--- config.mk ---
export PLATFORM = sky130hd
export DESIGN_NAME = lblr_scan
export DESIGN_NICKNAME = d
export VERILOG_FILES = /design/src/rtl/core/lblr_pkg.sv /design/src/rtl/core/lblr_scan.sv
export SDC_FILE = /design/constraint.sdc
export NUM_CORES = 1
export LEC_CHECK = 0
export ABC_AREA = 1
export BUFFER_PORTS_ARGS = -buffer_cell sky130_fd_sc_hd__buf_2
export CAP_MARGIN = 25
export CORE_MARGIN = 3
export CORE_UTILIZATION = 50
export DETAILED_ROUTE_END_ITERATION = 6
export GPL_TIMING_DRIVEN = 0
export PLACE_DENSITY_LB_ADDON = 0.2
export SETUP_SLACK_MARGIN = 0.4
export SYNTH_ARGS = -nofsm -noshare
export SYNTH_HDL_FRONTEND = slang
export SYNTH_SLANG_ARGS = --single-unit
export TNS_END_PERCENT = 20
--- constraint.sdc ---
create_clock -name vclk -period 3.7
set_input_delay 0.37 -clock vclk [all_inputs]
set_output_delay 0.37 -clock vclk [all_outputs]
set_load 0.005 [all_outputs]
--- src/rtl/core/lblr_pkg.sv ---
package lblr_pkg;

    localparam int SAMPLE_W    = 16;
    localparam int LIMIT_W     = 16;
    localparam int OUT_LEN_W   = 9;
    localparam int SCAN_LANES  = 16;
    localparam int SCAN_LANE_W = 4;
    localparam int PADDR_W     = 3;
    localparam int PDATA_W     = 32;

    // Register index is paddr[2]
    localparam logic REG_LIMIT = 1'b0;

    typedef enum logic [1:0] {
        ST_IDLE = 2'b01,
        ST_SCAN = 2'b10
    } lblr_state_t;

    // Per-cell strobes from the sequencer
    typedef struct packed {
        logic shift;
        logic capture;
    } cell_ctrl_t;

    // Outcome of searching one group of conflict flags
    typedef struct packed {
        logic hit;
        logic last;
    } scan_flags_t;

endpackage

--- src/rtl/core/lblr_scan.sv ---
module lblr_scan import lblr_pkg::*; #(
    parameter int IDX_W = 12,
    parameter int LEN_W = 9
) (
    input  logic [SCAN_LANES-1:0] lanes,
    input  logic [IDX_W-1:0]      base,
    input  logic [LEN_W-1:0]      win_len,
    output logic [IDX_W-1:0]      hit_idx,
    output scan_flags_t           flags
);

    localparam int CMP_W = IDX_W + LEN_W + 1;

    logic [SCAN_LANES-1:0]  masked;
    logic [SCAN_LANE_W-1:0] pick;

    always_comb begin
        for (int l = 0; l < SCAN_LANES; l++) begin
            masked[l] = lanes[l]
                && (CMP_W'(base) + CMP_W'(l) < CMP_W'(win_len));
        end
    end

    // newest conflicting cell wins: lowest lane
    always_comb begin
        pick = '0;
        for (int l = SCAN_LANES - 1; l >= 0; l--) begin
            if (masked[l]) begin
                pick = SCAN_LANE_W'(l);
            end
        end
    end

    assign hit_idx    = {base[IDX_W-1:SCAN_LANE_W], pick};
    assign flags.hit  = |masked;
    assign flags.last = (CMP_W'(base) + CMP_W'(SCAN_LANES) >= CMP_W'(win_len));

endmodule

==> parameters.txt <==
Parameter                              Value

Clock network
  Post-CTS Hold Fix Bufs    0

Placement
  Final estimated routing congestion in global placement    0.991
  Hpwl dp    15200 um
  Post-placement cell area    0.00564 mm^2
  # port buffers    51

Global route
  Global-route wire length before repair    31000 um
  GRT Overall Usage    0.344
  Number of antenna violations at the first check in global routing    0
  Total global routing overflow    0
  Largest net degree at the start of global routing    18
  Vias in the first global route    5890

Worst setup path
  Largest stage delay on the critical path    0.27 ns
  Required time worst endpoint    3.33 ns
  Bufs and invs on worst path    6
  Cell seen most often among critical-path stages    nand2_1
  Crit-path leading delay family    simple AND/OR/NAND/NOR gates
  Type of element capturing the critical path    output port
  Critical Path Slowest Stage Cell    ha_1
  Worst setup path class    in -> out
  Worst-path maximum fanout    6
  Launching element type of the critical path    input pin
  Arrival time worst endpoint    3.41 ns

STA
  Setup repair after global routing missed its margin    yes
  Minimum clock period    3.78 ns
  Final Hold Fails    0
  Transition at the pin with the smallest max-transition slack    0.880 ns
  Worst-case headroom to the max-slew limit    0.413
  Pins Over Slew Limit    0
  Top achievable clock speed    0.265 GHz
  Period Utilization, post-route    1.02
  Final setup violation count    2
  Setup WS post-layout    -0.0781 ns

Finish
  Register area    0 um^2
  Antenna diodes    0
  Clock buf count    0
  Design area    0.00638 mm^2
  Final #Nets    1075
  Total number of sequential cells    0
  Fraction of final layout cells sized beyond drive strength 1    0.227
  Area Growth Syn to Fin    23.6%

Worst hold path
  Worst min path class    in -> out

Die
  Top-level I/O count    51
  Width of the die    108 um
  # rows    36
  Placeable core area    0.00991 mm^2
  Die height    108 um
  Starting density of the core    0.521
  Area enclosed by the die boundary    0.0116 mm^2

Routing
  Initial DRC count    529
  DRT antenna net count    0
  Routed wirelength normalized by instance count    19.2 um
  Total wire length    20000 um
  DR DRC count    0
  Via Count    6117
  Via density    5.89
  Initial DRT Pass Iterations    7

Power and ir drop
  Net switching share of the total power    0.608
  Portion of total power attributed to sequential cells    0
  Portion of total power attributed to the clock network    0
  Max IR drop VDD    93.1 uV
  Switching Power    0.000525 W
  Share of total power in combinational logic    1.000
  Post-layout power    0.000863 W
  Total leakage power    3.35 nW
  Power density normalized to cell area    135 mW/mm^2
  Power Internal    0.000338 W

Synth
  Netlist area before placement    0.00516 mm^2
  Largest area contributor in the synthesized netlist    ha_1
  Part of the Yosys area used for sequential elements    0
  Number of cells produced by synthesis    814
  Count of warnings emitted by yosys    0
  Yosys cell types    44
  Number of nets produced by synthesis    981
  Mean instance size in the synthesized netlist    6.34 um^2
  Ranking of synthesized cells by area    ha_1, nand2_1, xor2_1, inv_1, a21oi_1
  Area fraction of the dominant cell type after synthesis    0.315
  Cell with the most instances after synthesis    nand2_1
  Cell types with the highest counts after synthesis    nand2_1, ha_1, inv_1

Flow run
  Maxcap violations    0

Run status
  Outcome    complete, but fails checks
  Violations in the final reports    negative setup slack
## layout by cell type (no fill, tap or decap), types with 5 or more instances in the layout
cell	netlist	layout
a21oi_1	66	60
a21oi_4	0	5
buf_2	6	48
buf_4	12	53
ha_1	130	120
ha_4	0	9
inv_1	100	93
inv_2	10	12
nand2_1	174	161
nand2_2	3	14
nand3_1	31	27
nand3b_1	8	8
nand4_1	9	9
nor2_1	58	49
nor2_2	2	10
nor3_1	8	6
o211ai_1	5	5
o21ai_0	28	23
o21ai_1	8	7
o21bai_1	18	17
xor2_1	72	70
## what timing repair did
action,CTS,global route
pin swaps,30,20
resized for setup,76,29
buffers inserted,33,8
setup endpoints to repair,6,5
## metrics by stage
stage | util | setup WS [ns] | setup TNS [ns] | hold slack, ns | std cells
floorplan | - | 0.407 | 0 | 0.821 | 814
global placement | 0.569 | -0.765 | -2.43 | 1.02 | 998
detailed placement | 0.569 | -0.810 | -2.63 | 1.02 | 998
CTS | 0.627 | -0.0384 | -0.0652 | 1.02 | 1031
global route | 0.644 | -0.352 | -1.05 | 1.04 | 1039
finish | 0.644 | -0.0781 | -0.150 | 1.02 | 1039
## cells by family after synthesis
kind of cell               count (synthesis)  synth area share
adders and majority gates                130             0.315
xor gates and xnor gates                  74             0.126
AOI/OAI and AO/OA                        161             0.188
and+or+nand+nor                          307             0.258
buffers and inverters                    142             0.113
## final cells by class
type / count / area, um^2
timing repair buffer: 92 / 624
buffer: 27 / 184
multi-input combinational: 672 / 4960
tap: 133 / 166
inverter: 115 / 450
fill: 950 / 3530
## power by group through the flow
stage / sequential [W] / combinational [W] / clock [W]
detailed placement: 0 / 0.000739 / 0
finish: 0 / 0.000863 / 0
global route: 0 / 0.000955 / 0
CTS: 0 / 0.000814 / 0
global placement: 0 / 0.000707 / 0
floorplan: 0 / 0.000509 / 0
## layer usage
metal,GRT usage,up-vias,part of all wire
li1,-,2910,-
met1,0.452,2855,0.42
met2,0.569,278,0.45
met3,0.0282,74,0.070
met4,0.153,0,0.058
met5,0,-,0
## path summary, 6_finish.rpt
check,slack (ns),cells past startpoint,startpoint,to
max,-0.08,29,base[2],hit_idx[0]
min,1.02,3,base[11],hit_idx[11]
Power figures use the tool's default switching activity.
