`config.mk`:
```
export PLATFORM = sky130hd
export DESIGN_NAME = lblr_cell
export DESIGN_NICKNAME = d
export VERILOG_FILES = /design/src/rtl/core/lblr_pkg.sv /design/src/rtl/core/lblr_cell.sv
export SDC_FILE = /design/constraint.sdc
export NUM_CORES = 1
export LEC_CHECK = 0
export ABC_AREA = 1
export BUFFER_PORTS_ARGS = -buffer_cell sky130_fd_sc_hd__buf_2
export CAP_MARGIN = 20
export CORE_ASPECT_RATIO = 0.7
export CORE_MARGIN = 3
export CORE_UTILIZATION = 59
export DETAILED_ROUTE_END_ITERATION = 10
export PLACE_DENSITY = 0.95
export SETUP_SLACK_MARGIN = 0.05
export SLEW_MARGIN = 20
export SYNTH_ARGS = -nofsm -noshare
export SYNTH_HDL_FRONTEND = slang
export SYNTH_SLANG_ARGS = --single-unit
```
`constraint.sdc`:
```
create_clock -name aclk -period 9.4 [get_ports aclk]
set_input_delay 0.47 -clock aclk [delete_from_list [all_inputs] [get_ports aclk]]
set_output_delay 0.47 -clock aclk [all_outputs]
set_load 0.05 [all_outputs]
```
`src/rtl/core/lblr_pkg.sv`:
```
package lblr_pkg;

    localparam int SAMPLE_W    = 16;
    localparam int LIMIT_W     = 16;
    localparam int OUT_LEN_W   = 9;
    localparam int SCAN_LANES  = 16;
    localparam int SCAN_LANE_W = 4;
    localparam int PADDR_W     = 3;
    localparam int PDATA_W     = 32;

    // Register index is paddr[2]
    localparam logic REG_LIMIT = 1'b0;

    typedef enum logic [1:0] {
        ST_IDLE = 2'b01,
        ST_SCAN = 2'b10
    } lblr_state_t;

    // Per-cell strobes from the sequencer
    typedef struct packed {
        logic shift;
        logic capture;
    } cell_ctrl_t;

    // Outcome of searching one group of conflict flags
    typedef struct packed {
        logic hit;
        logic last;
    } scan_flags_t;

endpackage

```
`src/rtl/core/lblr_cell.sv`:
```
module lblr_cell import lblr_pkg::*; (
    input  logic                       aclk,
    input  cell_ctrl_t                 ctrl,
    input  logic signed [SAMPLE_W-1:0] shift_in,
    input  logic signed [SAMPLE_W-1:0] probe,
    input  logic        [LIMIT_W-1:0]  limit,
    output logic signed [SAMPLE_W-1:0] sample_q,
    output logic                       conflict_q
);

    logic signed [SAMPLE_W-1:0] sample_reg;
    logic                       conflict_reg;
    logic signed [SAMPLE_W:0]   diff;
    logic        [SAMPLE_W:0]   mag;

    assign diff = {sample_reg[SAMPLE_W-1], sample_reg} - {probe[SAMPLE_W-1], probe};
    assign mag  = diff[SAMPLE_W] ? (~diff + 1'b1) : diff;

    always_ff @(posedge aclk) begin
        // advance the stored sample toward the older neighbor
        if (ctrl.shift) begin
            sample_reg <= shift_in;
        end
        if (ctrl.capture) begin
            conflict_reg <= (mag > {1'b0, limit});
        end
    end

    assign sample_q   = sample_reg;
    assign conflict_q = conflict_reg;

endmodule

```
==> results.py, run 1 <==
metrics = {
    "hold_path": {
        "hold_path_depth": 1,
        "hp-class": "primary input to flip-flop",
    },
    "drt": {
        "route.vias.total": 2695,
        "drt-total-wl_mm": 6.229,
        "vias_per_cell": 5.114,
        "drtAntennaViolNets": 0,
        "drc": 0,
        "drtPass1Iterations": 4,
        "drt_iter0_drc": 109,
        "drt-wirelength-per-cell_um": 11.82,
    },
    "clock_tree": {
        "ctsHoldBuffers": 0,
        "cts_max_level": 1,
        "cts_setup_buffers": 0,
        "cts_resized": 0,
        "clk_path_buf_depth": 2,
        "clock_latency_ps": 260,
        "root_buffer": "clkbuf_8",
        "cts.sinks": 17,
        "clk_pin_slew_worst_paths_ps": 70,
        "cts_tree": "yes",
        "cts_buffers": 3,
    },
    "timing": {
        "final.setup.tns_ps": 0,
        "slew_violations": 0,
        "period_needed_ps": 3448,
        "max_freq_ghz": 0.2901,
        "tightest_slew_ps": 367.2,
        "finalSetupViolCount": 0,
        "rsz0062_at_grt": "no",
        "clock_skew_ps": 4.638,
        "hold_viol": 0,
        "relSlewSlack_pct": 75.52,
        "fin_crit_sh_pct": 36.68,
    },
    "placement": {
        "numPortBuffers": 67,
        "gp_congestion": 0.8236,
        "place_hpwl_mm": 5.264,
        "dpl.cell_count": 523,
    },
    "logic_synthesis": {
        "yosysWarnings": 0,
        "synth_cells": 406,
        "synth_nets": 491,
        "synthTopCellsByArea": "edfxtp_1, nand2_1, ha_1",
        "ys_seq_area_share_pct": 19.77,
        "synthDistinctLibCells": 28,
        "yosysTopAreaCell": "edfxtp_1",
        "ys_seq_elements": 17,
        "synthesis.area_sq_um": 2582,
        "syn_area_per_cell_sq_um": 6.361,
        "netlist.area_leader.share_pct": 19.77,
    },
    "worst_setup_path": {
        "end_kind": "flip-flop",
        "critical_path_class": "flip-flop to flip-flop",
        "r2r_cells": 27,
        "cp_max_fo": 8,
        "worst_path_max_delay_cell": "fa_1",
        "cpPeakStageDelay_ps": 400,
        "path_depth": 27,
        "startpoint_type": "flip-flop",
        "critPathMostFrequentCell": "nand2_1",
        "cpLargestDelayFamily": "simple AND/OR/NAND/NOR gates",
        "cp_data_arrival_time_ps": 3470,
        "cp.required_ps": 9420,
        "critPathBufInv": 3,
    },
    "pwr": {
        "power.leakage_nw": 1.797,
        "vdd_ir_drop_max_mv": 0.09216,
        "powerDensity_nw_per_um2": 144.0,
    },
    "global_route": {
        "antenna_found_initial": 0,
        "grt_pass1_wl_mm": 10.35,
        "grt_usage_pct": 24.94,
        "overflow": 0,
        "grt_max_degree": 17,
        "grt_pass1_vias": 2544,
    },
    "floorplan": {
        "core_sq_um": 4065,
        "die_area_sq_um": 5220,
        "die_w_um": 85.08,
        "start_util_pct": 63.53,
        "num_rows": 19,
        "pin_count": 68,
        "die_h_um": 61.36,
    },
    "finish": {
        "area_growth_pct": 16.38,
        "drive_above_1_share_pct": 22.95,
        "fin_nets": 561,
        "fillers": 333,
        "layoutNonFillerInstCount": 527,
        "diodes": 0,
    },
    "run": {
        "cap_violations": 0,
    },
    "outcome": {
        "status": "finished clean",
    },
}
## worst reg2reg max path: stages (launching register included)
cell	delay, ps
edfxtp_1	340
inv_1	40
ha_1	200
fa_1	400
inv_1	110
nand3_1	120
nand2_2	120
nand2_2	60
nand2_2	80
nand3_2	70
nand3_1	120
nand2_4	110
a21oi_1	190
xor2_1	160
inv_1	50
ha_1	280
a21oi_1	130
o21ai_0	90
nand2_1	60
nand3_1	70
nand2_1	60
nand2_1	40
nand2_1	60
nand2_1	40
nand2_1	50
nand2_1	40
nand2_1	50
nand2_1	50
## registers in the layout, indices dropped and copies added, names as in the netlist
name        cells
conflict_q      1
sample_q       16
## power breakdown
| group | internal [mW] | switching [mW] | total (mW) |
|---|---|---|---|
| clock | 0.0302 | 0.0282 | 0.0584 |
| combinational | 0.0975 | 0.182 | 0.280 |
| sequential | 0.0916 | 0.00314 | 0.0947 |
## kinds of logic (layout without fill, tap and decap cells)
group / Yosys count / after routing / synth area share, %
flops: 17 / 17 / 19.77
simple gates: 225 / 225 / 39.73
compound gates: 27 / 27 / 6.153
buf+inv: 93 / 162 / 14.20
fa+ha+maj: 34 / 34 / 16.76
xor+xnor: 10 / 10 / 3.392
## path summary, 6_finish.rpt
check / start / to / slack, ps
worst min register to register: sample_q[15]$_DFFE_PP_ / conflict_q$_DFFE_PP_ / 1110
worst max register to register: sample_q[0]$_DFFE_PP_ / conflict_q$_DFFE_PP_ / 5950
worst max-delay path: sample_q[0]$_DFFE_PP_ / conflict_q$_DFFE_PP_ / 5950
worst min-delay path: shift_in[13] / sample_q[13]$_DFFE_PP_ / 380
## layout make-up
type                            count  area [sq um]  area share [%]
Clock buffer                        4         45.04           1.499
Inverter                           91         344.1           11.45
Multi-Input combinational cell    296          1705           56.74
Sequential cell                    17         510.5           16.99
Tap cell                           52         65.06           2.165
Timing Repair Buffer               67         335.3           11.16
## metal layers
metal / GRT usage, % / routed length [um] / up-vias
li1: - / - / 1405
met1: 29.27 / 2671 / 1140
met2: 45.80 / 2799 / 129
met3: 5.481 / 565 / 21
met4: 9.481 / 192 / 0
met5: 0 / 0 / -
## stage by stage
stage          utilization, %  power, mW  cell area, sq um  hold slack [ps]  setup slack (ps)
6_report                73.93     0.4326              3005            380.1              5952
2_1_floorplan               -     0.3135              2582            568.9              5893
3_3_place_gp            72.82     0.3567              2960            646.5              5862
3_5_place_dp            72.82     0.3735              2960            648.7              5743
4_1_cts                 73.93     0.4311              3005            383.9              5953
5_1_grt                 73.93     0.4732              3005            379.5              5551
## Yosys cell counts, drive strengths merged
cell type / number
nand2: 136
inv: 91
nand3: 39
nor2: 39
ha: 33
a21oi: 18
edfxtp: 17
xor2: 8
o21ai: 7
nand4: 6
buf: 2
nand3b: 2
nor3: 2
xnor2: 2
a211oi: 1
and2: 1
fa: 1
o21bai: 1
## layout by cell type, fill, tap and decap left out, drive strengths merged
master and count:
nor2 39, xor2 8, and2 1, a211oi 1, nand3b 2, ha 33, edfxtp 17, a21oi 18
clkbuf 4, o21ai 7, nand2 136, nand3 39, fa 1, nand4 6, nor3 2, o21bai 1
xnor2 2, buf 67, inv 91
No activity file was read; power rests on OpenSTA's default activity.
==> run 2, diff against run 1 <==
- ABC_AREA: 1 -> 0
- CORE_UTILIZATION: 59 -> 53
- PLACE_DENSITY: 0.95 -> 0.89
- clock period: 9.4 -> 3.4 ns (I/O delays scaled with it)
==> results.py, run 2 <==
metrics = {
    "logic_synthesis": {
        "synth_nets": 332,
        "syn_area_per_cell_sq_um": 9.047,
        "synthTopCellsByCount": "inv_1, ha_1, edfxtp_1",
        "synth.most_common_cell": "inv_1",
        "ys_seq_area_share_pct": 22.84,
        "yosysTopAreaCell": "edfxtp_1",
        "netlist.area_leader.share_pct": 22.84,
        "synthesis.area_sq_um": 2235,
        "synthDistinctLibCells": 58,
        "synth_edf_count": 17,
        "ys_seq_elements": 17,
        "synth-async-reset-ratio_pct": 0,
        "yosysWarnings": 0,
        "synth_cells": 247,
        "synthTopCellsByArea": "edfxtp_1, ha_1, inv_1",
        "synthFlopType": "edfxtp_1",
    },
    "hold_path": {
        "hp-class": "primary input to flip-flop",
    },
    "timing": {
        "setup_ws_ps": -543.3,
        "hold_viol": 0,
        "fin_crit_sh_pct": 116.0,
        "final.setup.tns_ps": -543.3,
        "slew_violations": 0,
        "relSlewSlack_pct": 62.30,
        "period_needed_ps": 3943,
        "tightest_slew_ps": 564.1,
        "finalSetupViolCount": 1,
        "rsz0062_at_grt": "yes",
        "clock_skew_ps": 15.48,
        "max_freq_ghz": 0.2536,
        "whs_ps": 66.64,
    },
    "finish": {
        "multiInputGateArea_sq_um": 1628,
        "fin_nets": 465,
        "seqCellArea_sq_um": 510.5,
        "final_cell_mix": "buf_2, buf_4, inv_1",
        "largest_register_ffs": 16,
        "fillers": 252,
        "diodes": 0,
        "layoutNonFillerInstCount": 431,
        "mostFrequentLayoutCell": "buf_2",
        "drive_above_1_share_pct": 44.33,
        "stdcell_area_sq_um": 3203,
        "area_growth_pct": 43.34,
    },
    "pwr": {
        "powerDensity_nw_per_um2": 427.3,
        "power.leakage_nw": 1.665,
        "vdd_ir_drop_max_mv": 0.2831,
        "finalPower_mw": 1.369,
    },
    "drt": {
        "route.vias.total": 2349,
        "drt-wirelength-per-cell_um": 14.41,
        "vias_per_cell": 5.450,
        "drc": 0,
        "drt-total-wl_mm": 6.211,
        "drtPass1Iterations": 5,
        "drtAntennaViolNets": 0,
        "drt_iter0_drc": 152,
    },
    "global_route": {
        "antenna_found_initial": 0,
        "grt_max_degree": 17,
        "grt_usage_pct": 25.78,
        "grt_pass1_vias": 2373,
        "overflow": 0,
        "grt_pass1_wl_mm": 10.49,
    },
    "worst_setup_path": {
        "startpoint_type": "flip-flop",
        "cpLargestDelayFamily": "compound AO/OA/AOI/OAI gates",
        "worst_path_max_delay_cell": "edfxtp_1",
        "critPathBufInv": 1,
        "end_kind": "flip-flop",
        "crit_chain": "inv_2 > ha_4 > fa_2 > and2b_2 > o211ai_4 > a21o_4 > a211oi_2 > o211ai_1 > a32oi_2 > a21oi_1 > xnor2_1 > ha_1 > a21o_1 > a21o_1 > a21oi_1 > o21a_1 > o21a_1 > o21ai_1 > nand2_1 > o41ai_2",
        "cpPeakStageDelay_ps": 370,
        "cp_max_fo": 4,
        "cp.required_ps": 3430,
        "cp_data_arrival_time_ps": 3980,
        "critical_path_class": "flip-flop to flip-flop",
    },
    "clock_tree": {
        "clk_path_buf_depth": 2,
        "cts_buffers": 3,
        "cts_max_level": 1,
        "cts.sinks": 17,
        "ctsHoldBuffers": 0,
        "root_buffer": "clkbuf_8",
        "clk_pin_slew_worst_paths_ps": 90,
        "clock_latency_ps": 270,
        "cts_tree": "yes",
        "cts_setup_buffers": 0,
    },
    "placement": {
        "place_hpwl_mm": 4.816,
        "numPortBuffers": 67,
        "gp_congestion": 0.9051,
        "dpl.cell_count": 427,
        "place_area_sq_um": 3114,
    },
    "outcome": {
        "status": "finished with violations",
        "failed_checks": "setup timing",
    },
    "floorplan": {
        "start_util_pct": 55.95,
        "num_rows": 19,
        "core_sq_um": 3994,
        "die_area_sq_um": 5044,
        "die_w_um": 83.61,
        "die_h_um": 60.33,
        "pin_count": 68,
    },
    "run": {
        "cap_violations": 0,
    },
}
-- run 2: final cells by class --
class | instances | share of cell area (%)
multi-input combinational | 189 | 50.82
timing repair buffer | 129 | 25.00
clock inverter | 1 | 0.2344
clock buffer | 3 | 1.289
inverter | 40 | 4.688
sequential | 17 | 15.94
tap | 52 | 2.031
-- run 2: worst register-to-register path, stage by stage, from the launching register on --
cell	delay, ps
edfxtp_1	370
inv_2	50
ha_4	160
fa_2	340
and2b_2	260
o211ai_4	110
a21o_4	240
a211oi_2	180
o211ai_1	120
a32oi_2	290
a21oi_1	90
xnor2_1	260
ha_1	310
a21o_1	160
a21o_1	170
a21oi_1	140
o21a_1	130
o21a_1	110
o21ai_1	70
nand2_1	80
o41ai_2	60
-- run 2: per-layer routing --
layer | track usage (%) | share of wire [%] | vias to the layer above
li1 | - | - | 1172
met1 | 32.08 | 43 | 1034
met2 | 45.53 | 46 | 131
met3 | 5.785 | 9.5 | 12
met4 | 8.257 | 1.6 | 0
met5 | 0 | 0 | -
-- run 2: repair_timing --
action / in CTS / in global routing
gates resized for setup: 7 / 0
pin swaps: 4 / 1
cloned: 0 / 0
setup endpoints to repair: 1 / 1
-- run 2: final timing paths --
check / slack (ps) / to / depth (start not counted) / start
worst max-delay path: -540 / conflict_q$_DFFE_PP_ / 20 / sample_q[0]$_DFFE_PP_
worst min-delay path: 70 / sample_q[0]$_DFFE_PP_ / 1 / shift_in[0]
worst max register to register: -540 / conflict_q$_DFFE_PP_ / 20 / sample_q[0]$_DFFE_PP_
worst min register to register: 1030 / conflict_q$_DFFE_PP_ / 4 / sample_q[15]$_DFFE_PP_
-- run 2: logic make-up after synthesis --
group                    share of synthesized area (%)
adder cells (fa/ha/maj)                          19.37
XOR/XNOR                                         8.622
buffers and inverters                            7.223
AND/OR/NAND/NOR                                  16.46
flip-flops                                       22.84
AO/OA/AOI/OAI                                    25.48
-- run 2: report_power, final --
part	leakage (nW)	switching [mW]	internal, mW
clock network	0.0217	0.0867	0.0828
logic	1.48	0.489	0.447
registers	0.167	0.00867	0.255
-- run 2: metrics by stage --
stage               setup WS, ps  util [%]
finish                    -543.3     80.20
global route              -797.1     80.20
CTS                       -557.5     80.20
detailed placement        -558.5     77.98
global placement          -399.3     77.98
floorplan                 -860.3         -
